File: config.mk
export PLATFORM = sky130hd
export DESIGN_NAME = stable_priority_queue
export DESIGN_NICKNAME = d
export VERILOG_FILES = /design/src/rtl/spq_pkg.sv /design/src/rtl/spq_cell.sv /design/src/rtl/stable_priority_queue.sv
export SDC_FILE = /design/constraint.sdc
export NUM_CORES = 2
export LEC_CHECK = 0
export CORE_ASPECT_RATIO = 1.4
export CORE_MARGIN = 5
export CORE_UTILIZATION = 30
export DETAILED_ROUTE_END_ITERATION = 8
export DONT_BUFFER_PORTS = 1
export PLACE_DENSITY = 0.42
export REMOVE_ABC_BUFFERS = 1
export SKIP_LAST_GASP = 1
export SYNTH_ARGS = -nofsm -noshare
export SYNTH_HDL_FRONTEND = slang
export SYNTH_HIERARCHICAL = 1
export SYNTH_SLANG_ARGS = --single-unit
File: constraint.sdc
create_clock -name clk_i -period 27.8 [get_ports clk_i]
set_input_delay 2.78 -clock clk_i [delete_from_list [all_inputs] [get_ports clk_i]]
set_output_delay 2.78 -clock clk_i [all_outputs]
set_load 0.05 [all_outputs]
File: src/rtl/spq_pkg.sv
// Package for the stable priority queue: sizes, codes, payload and cell types.
// Used by spq_cell and stable_priority_queue; depends on nothing else.
package spq_pkg;

  localparam int CAPACITY = 16;
  localparam int TAG_BITS = 32;
  localparam int CNT_W    = $clog2(CAPACITY + 1);

  typedef enum logic [1:0] {
    REQ_INSERT    = 2'd0,
    REQ_REMOVE    = 2'd1,
    REQ_LIST_ALL  = 2'd2,
    REQ_LIST_PRIO = 2'd3
  } req_e;

  typedef enum logic [2:0] {
    ST_OK      = 3'd0,
    ST_FULL    = 3'd1,
    ST_UNDER   = 3'd2,
    ST_EMPTY   = 3'd3,
    ST_NOMATCH = 3'd4
  } status_e;

  typedef enum logic [1:0] {
    OP_HOLD,
    OP_INSERT,
    OP_REMOVE,
    OP_ROTATE
  } cell_op_e;

  typedef enum logic {
    S_IDLE,
    S_SCAN
  } state_e;

  typedef logic [TAG_BITS-1:0] tag_t;

  typedef struct packed {
    logic [7:0] prio;
    tag_t       tag;
  } entry_t;

  // Broadcast to every cell of the row
  typedef struct packed {
    cell_op_e op;
    entry_t   new_entry;
  } cell_ctrl_t;

  typedef struct packed {
    req_e        req_type;
    logic [7:0]  priority_req;
    logic [31:0] tag;
  } in_data_t;

  typedef struct packed {
    status_e     status;
    logic [7:0]  out_priority;
    logic [31:0] out_tag;
    logic        last;
  } out_data_t;

  // Request tag into stored width (truncate or zero-extend)
  function automatic tag_t tag_in(logic [31:0] t);
    tag_t r;
    r = '0;
    for (int b = 0; b < TAG_BITS && b < 32; b++) begin
      r[b] = t[b];
    end
    return r;
  endfunction

  // Stored tag back to the 32-bit result field
  function automatic logic [31:0] tag_out(tag_t t);
    logic [31:0] r;
    r = '0;
    for (int b = 0; b < TAG_BITS && b < 32; b++) begin
      r[b] = t[b];
    end
    return r;
  endfunction

endpackage

File: src/rtl/spq_cell.sv
// One slot of the sorted row: holds an entry and shifts, inserts or rotates.
// Depends on spq_pkg.
module spq_cell import spq_pkg::*; (
  input  logic       clk_i,
  input  cell_ctrl_t ctrl_i,
  input  logic       occ_i,         // slot lies below the fill count
  input  logic       tail_i,        // slot is the last occupied one
  input  logic       prev_after_i,  // new entry goes after the left neighbor
  input  entry_t     prev_i,
  input  entry_t     next_i,
  input  entry_t     head_i,
  output logic       after_o,       // new entry goes after this slot
  output entry_t     entry_o
);

  entry_t entry_q, entry_d;

  // Equal priorities keep arrival order: new goes after them
  assign after_o = occ_i && (entry_q.prio <= ctrl_i.new_entry.prio);
  assign entry_o = entry_q;

  // Next slot contents
  always_comb begin
    entry_d = entry_q;
    case (ctrl_i.op)
      OP_INSERT: begin
        if (after_o) begin
          entry_d = entry_q;
        end else if (prev_after_i) begin
          entry_d = ctrl_i.new_entry;
        end else begin
          entry_d = prev_i;
        end
      end
      OP_REMOVE: entry_d = next_i;
      OP_ROTATE: entry_d = tail_i ? head_i : next_i;
      default:   entry_d = entry_q;
    endcase
  end

  always_ff @(posedge clk_i) begin
    entry_q <= entry_d;
  end

endmodule

File: src/rtl/stable_priority_queue.sv
// Stable priority queue: top level with request sequencer and output register.
// Depends on spq_pkg and spq_cell.
//
// Usage: requests come in on in_valid_i/in_ready_o/in_data_i, results leave
// on out_valid_o/out_ready_i/out_data_o, both valid/ready transactions.
// Entries sit in a row of CAPACITY cells kept in ascending priority order.
// Insert and remove finish in the cycle they are accepted; their single
// result is registered and visible in the next cycle. A list request walks
// the occupied cells by rotating the row one slot per cycle while the walk
// is not paused; the row is back in order when it ends. Each listed entry
// is held until the next match so that the final one can carry last.
// A new request is taken only when no list is running and the output
// register is empty or being drained in the same cycle, so a stalled
// receiver holds off the input side. When a matching entry is found while
// an earlier one is held and the output is full, the walk pauses until the
// result is taken. Reset empties the queue (fill count to zero) and clears
// output valid; slot contents are not cleared and are never read unwritten.
module stable_priority_queue import spq_pkg::*; (
  input  logic      clk_i,
  input  logic      rst_ni,
  input  logic      in_valid_i,
  output logic      in_ready_o,
  input  in_data_t  in_data_i,
  output logic      out_valid_o,
  input  logic      out_ready_i,
  output out_data_t out_data_o
);

  state_e     state_q, state_d;
  logic [CNT_W-1:0] count_q, count_d;
  logic [CNT_W-1:0] scan_q, scan_d;
  logic       all_q, all_d;
  logic [7:0] match_q, match_d;
  logic       pend_valid_q, pend_valid_d;
  entry_t     pend_q, pend_d;
  logic       out_valid_q, out_valid_d;
  out_data_t  out_q, out_d;

  cell_ctrl_t ctrl;
  entry_t     cell_entry [CAPACITY];
  logic       cell_after [CAPACITY];
  entry_t     head;
  logic       slot_free;
  logic       accept;
  logic       push;
  out_data_t  push_data;
  logic       hit;

  assign head        = cell_entry[0];
  assign slot_free   = !out_valid_q || out_ready_i;
  assign in_ready_o  = (state_q == S_IDLE) && slot_free;
  assign accept      = in_valid_i && in_ready_o;
  assign out_valid_o = out_valid_q;
  assign out_data_o  = out_q;
  assign hit         = all_q || (head.prio == match_q);

  // Cell row
  for (genvar i = 0; i < CAPACITY; i++) begin : g_cell
    logic   occ, tail, prev_after;
    entry_t prev, next;

    assign occ  = count_q > CNT_W'(i);
    assign tail = count_q == CNT_W'(i + 1);

    if (i == 0) begin : g_first
      assign prev_after = 1'b1;
      assign prev       = ctrl.new_entry;
    end else begin : g_mid
      assign prev_after = cell_after[i-1];
      assign prev       = cell_entry[i-1];
    end

    if (i == CAPACITY - 1) begin : g_last
      assign next = cell_entry[i];
    end else begin : g_inner
      assign next = cell_entry[i+1];
    end

    spq_cell u_cell (
      .clk_i        (clk_i),
      .ctrl_i       (ctrl),
      .occ_i        (occ),
      .tail_i       (tail),
      .prev_after_i (prev_after),
      .prev_i       (prev),
      .next_i       (next),
      .head_i       (head),
      .after_o      (cell_after[i]),
      .entry_o      (cell_entry[i])
    );
  end

  // Sequencer: next state, cell command and result to push
  always_comb begin
    state_d        = state_q;
    count_d        = count_q;
    scan_d         = scan_q;
    all_d          = all_q;
    match_d        = match_q;
    pend_valid_d   = pend_valid_q;
    pend_d         = pend_q;
    ctrl.op        = OP_HOLD;
    ctrl.new_entry = '{prio: in_data_i.priority_req, tag: tag_in(in_data_i.tag)};
    push           = 1'b0;
    push_data      = '{status: ST_OK, out_priority: 8'd0, out_tag: 32'd0, last: 1'b1};

    case (state_q)
      S_IDLE: begin
        if (accept) begin
          case (in_data_i.req_type)
            REQ_INSERT: begin
              push = 1'b1;
              if (count_q == CNT_W'(CAPACITY)) begin
                push_data.status = ST_FULL;
              end else begin
                ctrl.op = OP_INSERT;
                count_d = count_q + CNT_W'(1);
              end
            end
            REQ_REMOVE: begin
              push = 1'b1;
              if (count_q == '0) begin
                push_data.status = ST_UNDER;
              end else begin
                ctrl.op                = OP_REMOVE;
                count_d                = count_q - CNT_W'(1);
                push_data.out_priority = head.prio;
                push_data.out_tag      = tag_out(head.tag);
              end
            end
            default: begin
              state_d      = S_SCAN;
              scan_d       = '0;
              pend_valid_d = 1'b0;
              all_d        = (in_data_i.req_type == REQ_LIST_ALL);
              match_d      = in_data_i.priority_req;
            end
          endcase
        end
      end

      S_SCAN: begin
        if (scan_q == count_q) begin
          // Walk done: flush held entry with last, or report nothing found
          if (slot_free) begin
            push    = 1'b1;
            state_d = S_IDLE;
            if (pend_valid_q) begin
              push_data.out_priority = pend_q.prio;
              push_data.out_tag      = tag_out(pend_q.tag);
            end else begin
              push_data.status = all_q ? ST_EMPTY : ST_NOMATCH;
            end
          end
        end else if (!hit) begin
          ctrl.op = OP_ROTATE;
          scan_d  = scan_q + CNT_W'(1);
        end else if (!pend_valid_q) begin
          ctrl.op      = OP_ROTATE;
          scan_d       = scan_q + CNT_W'(1);
          pend_valid_d = 1'b1;
          pend_d       = head;
        end else if (slot_free) begin
          // Earlier hit is not the final one
          ctrl.op                = OP_ROTATE;
          scan_d                 = scan_q + CNT_W'(1);
          pend_d                 = head;
          push                   = 1'b1;
          push_data.out_priority = pend_q.prio;
          push_data.out_tag      = tag_out(pend_q.tag);
          push_data.last         = 1'b0;
        end
      end

      default: state_d = S_IDLE;
    endcase
  end

  // Output register
  always_comb begin
    out_valid_d = out_valid_q && !out_ready_i;
    out_d       = out_q;
    if (push) begin
      out_valid_d = 1'b1;
      out_d       = push_data;
    end
  end

  always_ff @(posedge clk_i or negedge rst_ni) begin
    if (!rst_ni) begin
      state_q      <= S_IDLE;
      count_q      <= '0;
      scan_q       <= '0;
      pend_valid_q <= 1'b0;
      out_valid_q  <= 1'b0;
    end else begin
      state_q      <= state_d;
      count_q      <= count_d;
      scan_q       <= scan_d;
      pend_valid_q <= pend_valid_d;
      out_valid_q  <= out_valid_d;
    end
  end

  // Payload registers
  always_ff @(posedge clk_i) begin
    all_q   <= all_d;
    match_q <= match_d;
    pend_q  <= pend_d;
    out_q   <= out_d;
  end

endmodule
# [Yosys cells after proc, flatten, opt, wreduce, memory -nomap -nowiden]
# Cells that the tools add are included.
[word_totals] n_memories=0 in_bits=46 rom_bits=0 regBits=746 ramBits=0 latchBits=0 output_inout_bits=46
[op_classes] n_bitwise=5 shifts=0 magnitude_cmp=32 eq_ne=49 reduce_logical=51 div=0 mux=118 n_mul=0 addsub=3
[op_table] cell="$mux W40" count=53
[op_table] cell="$pmux W40 S3" count=15
[op_table] cell="$le A8 B8 Y1" count=16
[op_table] cell="$mux W41" count=3
[op_table] cell="$mux W43" count=2
[op_table] cell="$pmux W43 S2" count=1
[op_table] cell="$pmux W40 S2" count=1
[op_table] cell="$ne A2 B2 Y1 const B" count=22
[op_table] cell="$eq A5 B4 Y1 const B" count=8
[op_table] cell="$gt A5 B4 Y1 const B" count=8
[op_table] cell="$mux W5" count=8
[op_table] cell="$reduce_and A2 Y1" count=14
[op_table] cell="$eq A5 B3 Y1 const B" count=4
[op_table] cell="$gt A5 B3 Y1 const B" count=4
[op_table] cell="$pmux W5 S2" count=2
[op_table] cell="$logic_and A1 B1 Y1" count=19
[op_table] cell="$mux W1" count=17
[op_table] cell="$mux W2" count=7
[op_table] cell="$reduce_and A4 Y1" count=3
[op_table] cell="$add A5 B1 Y5 const B" count=2
[op_table] cell="$eq A5 B2 Y1 const B" count=2
[op_table] cell="$gt A5 B1 Y1 const B" count=2
[op_table] cell="$gt A5 B2 Y1 const B" count=2
[op_table] cell="$mux W3" count=3
[op_table] cell="other kinds (23)" count=40

# [Logic depth before layout (Yosys ltp)]
[logic_depth] depth_word=10 mapped_depth=12 mapped_depth_nobuf=10

# [Hierarchy]
# Netlist, hierarchy kept.
[modules_own_cells] module="spq_cell" cells_per_inst=260 n_inst=16 seq_area_each_um2=1201.2 area_per_inst_um2=2946.6
[modules_own_cells] module="stable_priority_queue" cells_per_inst=325 n_inst=1 seq_area_each_um2=3118.0 area_per_inst_um2=4609.4

# [Least setup slack after synthesis]
# OpenSTA, ideal clock, no wires.
[synth_path] path_type="in2reg" start="in out_ready_i" end="reg g_cell[0].u_cell.entry_q, in the netlist g_cell[0].u_cell/entry_o[0], enable pin" setup_slack_ns=16.170 cell_stages=7 arrival_time_ns=11.249 cell_sequence="nor2b_1 > buf_2 > nor2_1 > nand3b_1 > o32ai_1 > buf_2 > o221a_2"
[synth_lines] item="start: declaration" line_no="stable_priority_queue.sv:25" text="input logic out_ready_i,"
[synth_lines] item="end signal: assignment" line_no="spq_cell.sv:42" text="entry_q <= entry_d;"
[synth_lines] item="end: declaration" line_no="spq_cell.sv:16" text="entry_t entry_q, entry_d;"

==> results.json <==
{
  "status": "finished clean",
  "irDropWorstVdd_uv": 113,
  "vias": 38500,
  "hp-class": "flip-flop to flip-flop",
  "cts_hold_buf": 0,
  "worst-path-stages": 13,
  "finClkSkew_ps": 26.3,
  "synthesis.area_um2": 51700,
  "power_density_nw_per_um2": 163,
  "regArea_um2": 22300,
  "grtUsageTotal_pct": 22.1,
  "nNetsFinal": 4441,
  "final_util_pct": 32.6,
  "final_cell_area_um2": 56000,
  "tns_ps": 0,
  "hpwlAfterDp_um": 126000,
  "port_buffers": 0,
  "p_leak_nw": 21.8,
  "path_cells": "nor2b_1 > nor4b_4 > nand2_1 > a21oi_4 > buf_4 > o21bai_4 > buf_4 > buf_4 > inv_4 > buf_4 > nand3_1 > o221a_2 > buf_4",
  "drive_above_1_share_pct": 21.9,
  "drt_iter0_drc": 2882,
  "firstDrtPassIters": 7,
  "drv_slew": 0,
  "overflow": 0,
  "drt-wirelength-per-cell_um": 31.5,
  "clock_path_buffers": 3,
  "cts_buffers": 92,
  "r2r_start": "out_valid_o$_DFF_PN0_",
  "crit_path_max_incr_delay_ps": 740,
  "crit_start": "out_ready_i",
  "crit_arrival_ps": 7900,
  "reg2reg_slack_ps": 21540,
  "worstSetupStartpointType": "primary input",
  "antenna_found_initial": 7,
  "worstSkewPairLatency_ps": 720,
  "crit_family": "buffers and inverters",
  "cp.required_ps": 28160,
  "gp_congestion": 0.832,
  "min_period_over_period_pct": 27.1,
  "wl_um": 208000,
  "avgViaCountPerCell": 5.83,
  "ctsResizeCount": 0,
  "max-cap-violations": 0,
  "core_area_um2": 172000,
  "cp_common_cell": "buf_4",
  "pre_cts_ws_ps": 19510,
  "die_area_um2": 181000,
  "worstSetupEndpoint": "g_cell[9].u_cell/entry_o[37]$_DFFE_PP_",
  "grt_pass1_vias": 39700,
  "setup-violations-final": 0,
  "clock-sinks": 746,
  "post_cts_buffers": 0,
  "reg2regPathDepth": 13,
  "num-fill-cells": 17200,
  "grt_setup_unrepaired": "false",
  "crit_buf_inv": 6,
  "place_area_um2": 53100,
  "die_h_um": 501,
  "syn_to_final_growth_pct": 8.18,
  "syn-mean-instance-area_um2": 11.5,
  "path_max_fanout": 42,
  "start_util_pct": 30.2,
  "syn_inst": 4482,
  "yosys_warnings": 6,
  "slew_headroom_pct": 19.7,
  "grt_pass1_wl_um": 297000,
  "rr_endpoint": "g_cell[9].u_cell/entry_o[37]$_DFFE_PP_",
  "finalCriticalPeriod_ps": 7550,
  "cpMaxStageDelayCell": "o221a_2",
  "root_buffer": "clkbuf_16",
  "fmax_mhz": 133,
  "fin_hold_ws_ps": 528,
  "timing_worst_setup_path_type": "primary input to flip-flop",
  "cts_tree": "yes",
  "ant_nets": 0,
  "cp-end-kind": "flip-flop",
  "ioPinCount": 92,
  "h-tree-depth": 3,
  "fp.dieW_um": 361,
  "multi_input_area_um2": 26500,
  "drc": 0,
  "placementRows": 180,
  "worst_pin_slew_ps": 1200,
  "clkTransAtPathRegs_ps": 60,
  "hold_viol": 0,
  "fin_ws_ps": 20250,
  "grt_start_max_net_pins": 204
}
-- cell usage in the layout, fill, tap and decap left out, types with 3 or more instances in the layout --
| cell type | count |
|---|---|
| clkinv_2 | 23 |
| bufinv_16 | 6 |
| a22o_1 | 40 |
| a211oi_2 | 624 |
| a211oi_1 | 16 |
| dfrtp_1 | 13 |
| inv_1 | 132 |
| nor2_4 | 11 |
| nand4_1 | 32 |
| mux2i_1 | 641 |
| clkbuf_8 | 3 |
| clkinv_1 | 22 |
| nor2_1 | 27 |
| o211ai_1 | 18 |
| inv_4 | 10 |
| nor4_1 | 3 |
| edfxtp_1 | 733 |
| clkbuf_1 | 18 |
| xnor2_1 | 5 |
| nor2b_1 | 37 |
| nand2b_1 | 4 |
| nand2_4 | 16 |
| o21ai_0 | 14 |
| o221a_2 | 16 |
| clkbuf_16 | 96 |
| nand2_1 | 74 |
| buf_4 | 101 |
| and3_1 | 625 |
| o21ai_4 | 15 |
| o21a_1 | 16 |
| a21oi_1 | 707 |
| nand3_1 | 45 |
| ha_1 | 134 |
| xor2_1 | 12 |
| nor3_2 | 3 |
-- flip-flops by register name, indices dropped and copies added (netlist names) --
name                   cells
all_q                      1
count_q                    5
g_cell.u_cell/entry_o    640
match_q                    8
out_data_o                44
out_valid_o                1
pend_q                    40
pend_valid_q               1
scan_q                     5
state_q                    1
-- worst min-delay path by stage --
stage / from / cells after the start / endpoint / slack (ps)
3_3_place_gp: pend_q[27]$_DFFE_PP_ / 1 / out_data_o[28]$_DFFE_PP_ / 530
2_1_floorplan: scan_q[4]$_DFFE_PN0P_ / 2 / scan_q[4]$_DFFE_PN0P_ / 500
5_1_grt: pend_q[1]$_DFFE_PP_ / 1 / out_data_o[2]$_DFFE_PP_ / 560
4_1_cts: pend_q[6]$_DFFE_PP_ / 1 / out_data_o[7]$_DFFE_PP_ / 530
6_report: pend_q[6]$_DFFE_PP_ / 1 / out_data_o[7]$_DFFE_PP_ / 530
3_5_place_dp: pend_q[6]$_DFFE_PP_ / 1 / out_data_o[7]$_DFFE_PP_ / 530
-- power breakdown --
part / leakage [nW] / internal [mW] / total (mW) / switching (mW)
clock network: 1.44 / 0.692 / 1.23 / 0.543
logic: 13.1 / 1.53 / 4.75 / 3.22
registers: 7.30 / 2.39 / 3.11 / 0.722
-- per-stage QoR --
step,instances,total power [mW]
final,6609,9.10
after global routing,6609,9.54
after CTS,6608,9.14
after detailed placement,6441,7.87
after global placement,6441,7.84
after floorplan,4064,6.23
-- layer usage --
layer / wire [um] / GRT usage [%]
met1: 86300 / 27.3
met4: 7310 / 7.67
met3: 9340 / 2.64
met5: 0 / 0
met2: 105000 / 39.9
-- worst reg2reg max path: stages, from the launching register on --
cell and delay (ps):
dfrtp_1 560, nor2b_1 340, nor4b_4 370, nand2_1 170, a21oi_4 130, buf_4 630
o21bai_4 400, buf_4 450, buf_4 540, inv_4 380, buf_4 430, nand3_1 220
o221a_2 740, buf_4 500
-- layout make-up --
type | count | area share [%]
antenna | 1 | 0.00447
clock buffer | 117 | 4.49
inverter | 149 | 1.06
timing repair buffer | 102 | 1.39
sequential | 746 | 39.9
clock inverter | 50 | 0.733
tap | 2275 | 5.09
multi-input combinational | 3169 | 47.3
(Power assumes the default switching activity.)
